[src/rtl/core/rau_pkg.sv]
// ----------------------------------------------------------------------------
// rau_pkg
// Widths and codes for the rational arithmetic unit.
// ----------------------------------------------------------------------------
package rau_pkg;
    localparam int OPERAND_WIDTH = 16;
    localparam int NUM_W = 33;
    localparam int DEN_W = 31;
    localparam int CMD_W = 2;
    localparam int ST_W  = 2;
    localparam int ACC_W = 64;

    localparam logic [CMD_W-1:0] CMD_ADD = 2'd0;
    localparam logic [CMD_W-1:0] CMD_SUB = 2'd1;
    localparam logic [CMD_W-1:0] CMD_MUL = 2'd2;
    localparam logic [CMD_W-1:0] CMD_DIV = 2'd3;

    localparam logic [ST_W-1:0] ST_OK       = 2'd0;
    localparam logic [ST_W-1:0] ST_ZERO_DEN = 2'd1;
    localparam logic [ST_W-1:0] ST_DIV_ZERO = 2'd2;

    typedef struct packed {
        logic start;
        logic done;
    } t_ctl;
endpackage

[src/rtl/core/rau_gcd.sv]
// ----------------------------------------------------------------------------
// rau_gcd
// Binary GCD followed by shift-subtract division of both values by the GCD.
// ----------------------------------------------------------------------------
module rau_gcd (
    input  logic                          i_clk,
    input  logic                          i_rst_n,
    input  rau_pkg::t_ctl                 i_ctl,
    input  logic [rau_pkg::ACC_W-1:0]     i_mag,
    input  logic [rau_pkg::ACC_W-1:0]     i_den,
    output rau_pkg::t_ctl                 o_ctl,
    output logic [rau_pkg::ACC_W-1:0]     o_mag,
    output logic [rau_pkg::ACC_W-1:0]     o_den
);
    localparam int W = rau_pkg::ACC_W;
    localparam int CW = $clog2(W + 1);
    localparam logic [2:0] S_IDLE = 3'd0, S_GCD = 3'd1, S_DIVA = 3'd2,
                           S_DIVB = 3'd3, S_DONE = 3'd4;

    logic [2:0]    r_st, n_st;
    logic [W-1:0]  r_x, n_x, r_y, n_y, r_g, n_g;
    logic [CW-1:0] r_k, n_k, r_i, n_i;
    logic [W-1:0]  r_a, n_a, r_b, n_b;
    logic [W-1:0]  r_q, n_q;
    logic [W:0]    r_rem, n_rem;
    logic [W:0]    w_try;

    assign w_try = {r_rem[W-1:0], r_q[W-1]} - {1'b0, r_g};

    always_comb begin
        n_st = r_st; n_x = r_x; n_y = r_y; n_g = r_g; n_k = r_k; n_i = r_i;
        n_a = r_a; n_b = r_b; n_q = r_q; n_rem = r_rem;
        case (r_st)
            S_IDLE: begin
                if (i_ctl.start) begin
                    n_x = i_mag; n_y = i_den; n_a = i_mag; n_b = i_den;
                    n_k = '0; n_st = S_GCD;
                end
            end
            S_GCD: begin
                // one binary GCD step a cycle
                if (r_y == '0) begin
                    n_g = r_x << r_k; n_q = r_a; n_rem = '0;
                    n_i = CW'(W); n_st = S_DIVA;
                end else if (!r_x[0] && !r_y[0]) begin
                    n_x = r_x >> 1; n_y = r_y >> 1; n_k = r_k + 1'b1;
                end else if (!r_x[0]) begin
                    n_x = r_x >> 1;
                end else if (!r_y[0]) begin
                    n_y = r_y >> 1;
                end else if (r_x >= r_y) begin
                    n_x = r_y; n_y = (r_x - r_y) >> 1;
                end else begin
                    n_y = (r_y - r_x) >> 1;
                end
            end
            S_DIVA, S_DIVB: begin
                // restoring division, one quotient bit a cycle
                if (!w_try[W]) begin
                    n_rem = {1'b0, w_try[W-1:0]};
                    n_q = {r_q[W-2:0], 1'b1};
                end else begin
                    n_rem = {r_rem[W-1:0], r_q[W-1]};
                    n_q = {r_q[W-2:0], 1'b0};
                end
                n_i = r_i - 1'b1;
                if (r_i == CW'(1)) begin
                    if (r_st == S_DIVA) begin
                        n_a = n_q; n_q = r_b; n_rem = '0; n_i = CW'(W); n_st = S_DIVB;
                    end else begin
                        n_b = n_q; n_st = S_DONE;
                    end
                end
            end
            S_DONE: n_st = S_IDLE;
            default: n_st = S_IDLE;
        endcase
    end

    always_ff @(posedge i_clk) begin
        if (!i_rst_n) begin
            r_st <= S_IDLE;
        end else begin
            r_st <= n_st;
        end
        r_x <= n_x; r_y <= n_y; r_g <= n_g; r_k <= n_k; r_i <= n_i;
        r_a <= n_a; r_b <= n_b; r_q <= n_q; r_rem <= n_rem;
    end

    assign o_ctl.start = (r_st == S_IDLE);
    assign o_ctl.done  = (r_st == S_DONE);
    assign o_mag = r_a;
    assign o_den = r_b;
endmodule

[src/rtl/core/rational_arithmetic_unit.sv]
// Result valid follows the binary GCD loop and two 64-step
//   one-bit-per-cycle divisions in rau_gcd.
// Throughput: one item at a time; not ready until the result is taken.
// Error cases show the result the cycle after the transfer; zero results skip the GCD.
// Reset: synchronous active-low i_rst_n clears the sequencer, which drops m_axis_tvalid.
// ----------------------------------------------------------------------------
// rational_arithmetic_unit
// Exact add/sub/mul/div of two fractions, reduced to lowest terms.
// ----------------------------------------------------------------------------
module rational_arithmetic_unit #(
    parameter int OPERAND_WIDTH = rau_pkg::OPERAND_WIDTH
) (
    input  logic                         i_clk,
    input  logic                         i_rst_n,
    input  logic                         s_axis_tvalid,
    output logic                         s_axis_tready,
    // a_num, a_den, b_num, b_den (low to high), zero padded
    input  logic [((4*OPERAND_WIDTH+7)/8)*8-1:0] s_axis_tdata,
    // command
    input  logic [rau_pkg::CMD_W-1:0]    s_axis_tuser,
    output logic                         m_axis_tvalid,
    input  logic                         m_axis_tready,
    // res_num, res_den, status (low to high), zero padded
    output logic [71:0]                  m_axis_tdata
);
    localparam int OW = OPERAND_WIDTH;
    localparam int W  = rau_pkg::ACC_W;
    localparam logic [2:0] S_IDLE = 3'd0, S_MUL = 3'd1, S_SUM = 3'd2,
                           S_RED = 3'd3, S_WAIT = 3'd4, S_OUT = 3'd5;

    logic [2:0] r_st, n_st;
    logic [rau_pkg::CMD_W-1:0] r_cmd;
    logic signed [OW:0] r_an, r_ad, r_bn, r_bd;
    logic [1:0] r_ph, n_ph;
    logic signed [W-1:0] r_p0, r_p1, r_p2;
    logic [W-1:0] r_num, r_den;
    logic r_neg;
    logic [rau_pkg::NUM_W-1:0] r_rnum;
    logic [rau_pkg::DEN_W-1:0] r_rden;
    logic [rau_pkg::ST_W-1:0]  r_stat;
    logic signed [OW:0] w_an, w_ad, w_bn, w_bd, w_m0, w_m1;
    logic signed [2*OW+1:0] w_prod;
    logic [W-1:0] w_num, w_mag;
    logic w_zero_den, w_div_zero;
    rau_pkg::t_ctl w_gctl_i, w_gctl_o;
    logic [W-1:0] w_gm, w_gd;

    assign w_an = (s_axis_tdata[2*OW-1]) ? -(OW+1)'($signed(s_axis_tdata[OW-1:0]))
                                         : (OW+1)'($signed(s_axis_tdata[OW-1:0]));
    assign w_ad = (s_axis_tdata[2*OW-1]) ? -(OW+1)'($signed(s_axis_tdata[2*OW-1:OW]))
                                         : (OW+1)'($signed(s_axis_tdata[2*OW-1:OW]));
    assign w_bn = (s_axis_tdata[4*OW-1]) ? -(OW+1)'($signed(s_axis_tdata[3*OW-1:2*OW]))
                                         : (OW+1)'($signed(s_axis_tdata[3*OW-1:2*OW]));
    assign w_bd = (s_axis_tdata[4*OW-1]) ? -(OW+1)'($signed(s_axis_tdata[4*OW-1:3*OW]))
                                         : (OW+1)'($signed(s_axis_tdata[4*OW-1:3*OW]));

    assign w_zero_den = (s_axis_tdata[2*OW-1:OW] == '0) ||
                        (s_axis_tdata[4*OW-1:3*OW] == '0);
    assign w_div_zero = (s_axis_tuser == rau_pkg::CMD_DIV) &&
                        (s_axis_tdata[3*OW-1:2*OW] == '0);

    // one shared multiplier, operands picked by phase
    always_comb begin
        w_m0 = r_an; w_m1 = r_bd;
        case (r_ph)
            2'd0: begin w_m0 = r_an; w_m1 = (r_cmd == rau_pkg::CMD_MUL) ? r_bn : r_bd; end
            2'd1: begin w_m0 = r_bn; w_m1 = r_ad; end
            2'd2: begin w_m0 = r_ad; w_m1 = (r_cmd == rau_pkg::CMD_DIV) ? r_bn : r_bd; end
            default: begin w_m0 = r_an; w_m1 = r_bd; end
        endcase
    end
    assign w_prod = w_m0 * w_m1;

    always_comb begin
        case (r_cmd)
            rau_pkg::CMD_ADD: w_num = r_p0 + r_p1;
            rau_pkg::CMD_SUB: w_num = r_p0 - r_p1;
            rau_pkg::CMD_DIV: w_num = r_p2[W-1] ? -r_p0 : r_p0;
            default:          w_num = r_p0;
        endcase
    end
    assign w_mag = w_num[W-1] ? -w_num : w_num;

    assign w_gctl_i.start = (r_st == S_RED);
    assign w_gctl_i.done  = 1'b0;

    rau_gcd u_gcd (
        .i_clk(i_clk), .i_rst_n(i_rst_n), .i_ctl(w_gctl_i),
        .i_mag(r_num), .i_den(r_den),
        .o_ctl(w_gctl_o), .o_mag(w_gm), .o_den(w_gd)
    );

    always_comb begin
        n_st = r_st; n_ph = r_ph;
        case (r_st)
            S_IDLE: begin
                n_ph = 2'd0;
                if (s_axis_tvalid) begin
                    // error cases skip straight to the output
                    if (w_zero_den || w_div_zero) n_st = S_OUT;
                    else n_st = S_MUL;
                end
            end
            S_MUL: begin
                n_ph = r_ph + 1'b1;
                if (r_ph == 2'd2) n_st = S_SUM;
            end
            S_SUM: n_st = (w_num == '0) ? S_OUT : S_RED;
            S_RED: n_st = S_WAIT;
            S_WAIT: if (w_gctl_o.done) n_st = S_OUT;
            S_OUT: if (m_axis_tready) n_st = S_IDLE;
            default: n_st = S_IDLE;
        endcase
    end

    always_ff @(posedge i_clk) begin
        if (!i_rst_n) begin
            r_st <= S_IDLE;
            r_ph <= 2'd0;
        end else begin
            r_st <= n_st;
            r_ph <= n_ph;
            if (r_st == S_IDLE && s_axis_tvalid) begin
                r_cmd <= s_axis_tuser;
                r_an <= w_an; r_ad <= w_ad; r_bn <= w_bn; r_bd <= w_bd;
                r_rnum <= '0; r_rden <= rau_pkg::DEN_W'(1);
                if (w_zero_den) begin
                    r_stat <= rau_pkg::ST_ZERO_DEN;
                end else if (w_div_zero) begin
                    r_stat <= rau_pkg::ST_DIV_ZERO;
                end else begin
                    r_stat <= rau_pkg::ST_OK;
                end
            end
            if (r_st == S_MUL) begin
                case (r_ph)
                    2'd0: r_p0 <= W'(w_prod);
                    2'd1: r_p1 <= W'(w_prod);
                    default: r_p2 <= W'(w_prod);
                endcase
            end
            if (r_st == S_SUM) begin
                r_neg <= w_num[W-1];
                r_num <= w_mag;
                r_den <= r_p2[W-1] ? -r_p2 : r_p2;
            end
            if (r_st == S_WAIT && w_gctl_o.done) begin
                r_rnum <= rau_pkg::NUM_W'(r_neg ? -w_gm : w_gm);
                r_rden <= rau_pkg::DEN_W'(w_gd);
            end
        end
    end

    assign s_axis_tready = (r_st == S_IDLE);
    assign m_axis_tvalid = (r_st == S_OUT);
    assign m_axis_tdata  = {6'd0, r_stat, r_rden, r_rnum};
endmodule

[config.mk]
export PLATFORM = sky130hd
export DESIGN_NAME = rational_arithmetic_unit
export DESIGN_NICKNAME = d
export VERILOG_FILES = /design/src/rtl/core/rau_pkg.sv /design/src/rtl/core/rau_gcd.sv /design/src/rtl/core/rational_arithmetic_unit.sv
export SDC_FILE = /design/constraint.sdc
export NUM_CORES = 2
export LEC_CHECK = 0
export BUFFER_PORTS_ARGS = -buffer_cell sky130_fd_sc_hd__buf_2
export CAP_MARGIN = 5
export CELL_PAD_IN_SITES_DETAIL_PLACEMENT = 1
export CELL_PAD_IN_SITES_GLOBAL_PLACEMENT = 1
export CORE_MARGIN = 2
export CORE_UTILIZATION = 55
export CTS_CLUSTER_DIAMETER = 150
export DETAILED_ROUTE_END_ITERATION = 8
export PLACE_DENSITY = 0.86
export SLEW_MARGIN = 20
export SYNTH_ARGS = -nofsm -noshare
export SYNTH_HDL_FRONTEND = slang
export SYNTH_SLANG_ARGS = --single-unit
[constraint.sdc]
create_clock -name i_clk -period 32.3 [get_ports i_clk]
set_clock_uncertainty 0.1 [all_clocks]
set_input_delay 1.615 -clock i_clk [delete_from_list [all_inputs] [get_ports i_clk]]
set_output_delay 1.615 -clock i_clk [all_outputs]
set_load 0.02 [all_outputs]
-- Word level (Yosys, flattened, before mapping)
Index checks and enable logic that the tools add are counted.
- register bits: 837
- output and inout bits: 74
- logic and storage cells: 188
- input bits: 70
- $mul: 1
- add/sub/neg operators: 16
- order comparisons: 1
- equality and inequality tests: 29
- bitwise logic cells: 1
- reductions and logical operators: 40
- shifts and indexed selects: 1
- multiplexer cells: 68
- operators by type and width (operator ; count):
    $mux W64 ; 22
    $pmux W64 S2 ; 6
    $pmux W64 S3 ; 1
    $mux W63 ; 3
    $logic_not A64 Y1 ; 2
    $neg A34 Y64 ; 2
    $sub A64 B64 Y64 ; 2
    $mux W33 ; 3
    $mux W17 ; 4
    $neg A16 Y17 ; 4
    $sub A65 B64 Y65 ; 1
    $ge A64 B64 Y1 ; 1
    $neg A64 Y64 ; 1
    $shl A64 B7 Y64 ; 1
    $mux W31 ; 2
    $pmux W17 S3 ; 1
    $logic_not A16 Y1 ; 3
    $mux W7 ; 6
    $add A34 B34 Y35 ; 1
    $sub A34 B34 Y35 ; 1
    $mul A17 B17 Y34 ; 1
    $pmux W17 S2 ; 1
    $neg A33 Y33 ; 1
    $mux W15 ; 2
    other kinds (32) ; 85

-- Logic depth before layout (Yosys ltp)
- depth after elaboration: 7
- gate-level depth with buffers: 37
- mapped depth without buffers: 32

-- By module
A second synthesis with hierarchy kept.
- cells, all modules: 7631
- area, all modules: 70028.4 um^2
- modules (own cells, without submodules) (module ; cells each ; area each (um^2) ; times used ; sequential area each (um^2)):
    rau_gcd ; 4301 ; 37149.4 ; 1 ; 13933.4
    rational_arithmetic_unit ; 3330 ; 32879.0 ; 1 ; 11120.7

-- Least setup slack after synthesis
No wires, ideal clock.
- path kind: register to register
- start: register u_gcd.r_y[34]
- end: register u_gcd.r_i[0] (enable)
- period minus slack after synthesis: 11524 ps
- cell stages (with the launch flop): 6
- data arrival time: 10609 ps
- required time: 31384 ps
- path buffers: 0
- setup slack: 20776 ps
- setup time: 816 ps
- path through: edfxtp_1 > nor4_1 > nand4_1 > nor4_1 > inv_1 > o21ai_0
- longest elaborated chain between the ends: 3
- RTL lines (item ; line ; text):
    start: declaration ; rau_gcd.sv:21 ; logic [W-1:0] r_x, n_x, r_y, n_y, r_g, n_g;
    start signal: assignment ; rau_gcd.sv:86 ; r_x <= n_x; r_y <= n_y; r_g <= n_g; r_k <= n_k; r_i <= n_i;
    $logic_not A64 Y1 ; rau_gcd.sv:42 ; if (r_y == '0) begin
    $ne A2 B1 Y1 (no source line) ; n/a ;
    $reduce_and A2 Y1 (no source line) ; n/a ;
    end signal: assignment ; rau_gcd.sv:86 ;
    end: declaration ; rau_gcd.sv:22 ; logic [CW-1:0] r_k, n_k, r_i, n_i;
Every way passes these cells.
A chain may end at the register's enable or synchronous reset.

-- Worst setup path after layout
- start: register r_cmd[0] (netlist bit)
- end: register r_p0[33] (netlist name)
- longest elaborated chain between the ends: 4
- elaborated cells between the ends (all ways): 6
- classes of those cells: mul (1); eq/ne (2); mux (3)
- RTL lines (item ; line ; text):
    start: declaration ; rational_arithmetic_unit.sv:32 ; logic [rau_pkg::CMD_W-1:0] r_cmd;
    start signal: assignment ; rational_arithmetic_unit.sv:124 ; r_cmd <= s_axis_tuser;
    $eq A2 B2 Y1, on equally long branches ; rational_arithmetic_unit.sv:68, rational_arithmetic_unit.sv:66 ;
    $mux W17, on equally long branches ; rational_arithmetic_unit.sv:68, rational_arithmetic_unit.sv:66 ;
    $pmux W17 S3 (*) ; rational_arithmetic_unit.sv:65 ; case (r_ph)
    $mul A17 B17 Y34 (*) ; rational_arithmetic_unit.sv:72 ; assign w_prod = w_m0 * w_m1;
    named net w_prod[33] ; rational_arithmetic_unit.sv:42 ; logic signed [2*OW+1:0] w_prod;
Mark *: on every way through the listed nets, which the timed path passes. The rest lies on a longest branch.

==> out/metrics.yaml <==
outcome:
  outcome: "finished clean"
logic_synthesis:
  syn-instance-count: 7646
  synth-adder-area-share_pct: 15.2
  yosys-mux-area-fraction_pct: 5.68
  syn_area_sq_um: 69400
  dominantRegCellSynth: "sky130_fd_sc_hd__edfxtp_1"
  yosys_warnings: 0
  synth_simple_gate_area_share_pct: 15.3
  synth-compound-area-share_pct: 17.1
  synth_top_area_share_pct: 35.9
  register_area_share_after_synthesis_pct: 36.1
  synth-xor-area-share_pct: 4.55
  synth_top_family_by_area: "compound AO/OA/AOI/OAI gates"
  synth.area.top_cells: "sky130_fd_sc_hd__edfxtp_1 (36%), sky130_fd_sc_hd__fa_1 (8.7%), sky130_fd_sc_hd__ha_1 (6.5%), sky130_fd_sc_hd__nand2_1 (4.9%), sky130_fd_sc_hd__nor2_1 (4.8%)"
  cell_variety_after_synth: 105
  synth-edff-count: 829
  post_synth.cell_area_avg_sq_um: 9.07
  ys_ff_latch: 837
  synth_top_area_cell: "sky130_fd_sc_hd__edfxtp_1"
  synthArstFlopShare_pct: 0
place:
  hpwl_um: 206000
  placedCellCount: 9175
  port_buffers: 137
  gpl.final_weighted_congestion: 1.01
floorplanning:
  die-area_sq_um: 129000
  count_of_standard_cell_rows: 130
  die-height_um: 359
  start_util_pct: 55.3
  core_sq_um: 125000
  die_w_um: 359
  ios: 144
route:
  drt.antenna.violating_nets: 0
  wirelength_um: 269000
  detail_route.vias_per_cell: 6.58
  routed-via-count: 61600
  detail_route.drc_violations: 0
  avgRoutedWirePerCell_um: 28.7
  first_pass_iteration_count_of_the_detailed_router: 6
  detailedRoute.firstIterationViolations: 6694
timing:
  finalSetupTns_ns: 0
  setup_violations: 0
  timing.final.crit_share_pct: 30.2
  maxSlewHeadroom_pct: 15.3
  timing.fmax_ghz: 0.103
  worst-slew-pin-transition_ns: 1.26
  timing.final.hold_violations: 0
  period_needed_ns: 9.74
  timing.final.max_slew_violations: 0
  rsz0062_at_grt: "no"
grt:
  grt_util_all_layers_pct: 40.9
  number_of_antenna_violations_at_the_first_check_in_global_routing: 22
  grt_max_degree: 99
  first_pass_grt_wire_length_um: 403000
  gr-total-overflow: 0
  grt_pass1_vias: 64400
critical_path:
  required_ns: 32.64
  path_max_fanout: 48
  critical_path_arrival_ns: 10.08
  setup.worst_path.start_class: "flip-flop"
  crit_path_slowest_cell: "sky130_fd_sc_hd__a21oi_1"
  cp_class: "reg2reg"
  end_kind: "flip-flop"
  timing.critical_path.slowest_cell_delay_ns: 0.78
  timing.critical_path.mode_cell: "sky130_fd_sc_hd__fa_1"
cells_and_area:
  num-fill-cells: 14200
  finish.net_count: 8354
  final_cells: 9360
  layout-drive-gt1-share_pct: 7.03
  layout-area-overhead-vs-synth_pct: 7.72
  post-route-util_pct: 59.6
flow_run:
  cap_violations: 0
hold_path:
  class_of_the_tightest_hold_or_removal_check: "reg2reg"
clocking:
  clock_buffer_count_from_cts: 94
  worstSkewPairLatency_ns: 0.78
  clkSinkCount: 837
  cts_setup_buffers: 0
  cts_tree: "built"
  holdBufCountCts: 0
  cts.reportedPaths.clkPinSlew_ns: 0.06
  htreeDepth: 3
  clk_path_buf_depth: 3
  cts.repair.resized: 0
  root_buffer: "sky130_fd_sc_hd__clkbuf_16"
==> per-layer routing <==
metal,vias up,GRT usage (%),share of wire [%]
met5,-,0,0.032
met4,14,20.1,5.4
met3,753,8.52,9.3
met2,3000,66.4,46
met1,31000,52.1,39
li1,26800,-,-
==> sequential cells by signal, summed over array words and instances, names as in the netlist, 7 cells and up <==
name and count:
r_p2 34, r_bn 17, r_an 17, r_ad 17, r_rden 31, u_gcd.o_mag 64
r_p0 34, u_gcd.r_y 64, r_num 64, u_gcd.r_g 64, u_gcd.r_q 64, u_gcd.r_x 64
u_gcd.o_den 64, u_gcd.r_k 7, r_den 64, u_gcd.r_rem 64, u_gcd.r_i 7, r_rnum 33
r_bd 17, r_p1 34
==> cell families after synthesis <==
group | Yosys count
multiplexers | 327
other | 1
flip-flops | 837
AO/OA/AOI/OAI | 1945
XOR/XNOR | 360
adder cells (fa/ha/maj) | 662
AND/OR/NAND/NOR | 2428
buffers and inverters | 1086
==> metrics by stage <==
step                      setup slack [ns]  area (sq um)  hold WS, ns
after global placement               23.02         71600        0.407
after detailed placement             22.70         71600        0.414
after CTS                            22.60         74700        0.433
after global routing                 21.98         74700        0.461
after floorplan                      20.78         69600        0.377
final                                22.56         74700        0.438
==> final timing paths <==
path | start | end | slack [ns] | cells past startpoint
setup reg to reg | r_cmd[0] | r_p0[33] | 22.56 | 32
hold reg to reg | u_gcd.o_mag[61] | u_gcd.r_q[61] | 0.44 | 2
setup / recovery | r_cmd[0] | r_p0[33] | 22.56 | 32
hold / removal | u_gcd.o_mag[61] | u_gcd.r_q[61] | 0.44 | 2
==> layout make-up <==
type / instances / area (sq um) / area share [%]
Antenna cell: 9 / 22.5 / 0.0301
Timing Repair Buffer: 230 / 1400 / 1.87
Clock buffer: 113 / 2420 / 3.24
Multi-Input combinational cell: 5775 / 40500 / 54.3
Inverter: 684 / 2570 / 3.44
Clock inverter: 62 / 643 / 0.861
Tap cell: 1650 / 2060 / 2.76
Sequential cell: 837 / 25100 / 33.5
==> layout by cell type (no fill, tap or decap), drive strengths merged, types with 38 or more instances in the layout <==
master,instances
xnor2,265
or4,38
nor2b,52
nand4,74
o21a,41
o21bai,75
clkinv,51
xor2,95
nor2,888
nand3,77
ha,361
nor3,100
and2,53
o21ai,557
inv,683
nand2,914
or3,41
fa,301
mux2i,242
clkbuf,113
a21oi,652
conb,53
edfxtp,829
o31ai,62
a211oi,73
nor4,48
buf,230
a21o,136
nand2b,67
mux4,50
==> cell usage after synthesis (all sizes together) (77+ instances only) <==
master and number:
xnor2 265, nand2 914, fa 301, nand3 77, nor2 888, xor2 95
clkbuf 305, buf 97, ha 361, a21oi 652, o21ai 557, nor3 100
inv 681, a21o 136, mux2i 242, edfxtp 829
==> worst max-delay path: cells and delay by family (launching register included) <==
family                     cells  cell delay (ns)
adders and majority gates      7             3.50
AOI/OAI and AO/OA             11             2.88
buffers and inverters          6             1.20
and+or+nand+nor                6             0.99
DFF                            1             0.34
muxes                          1             0.24
xor gates and xnor gates       1             0.14
Power is not shown: default switching activity piles up to over one toggle a cycle in this logic, so the estimate is an artifact.
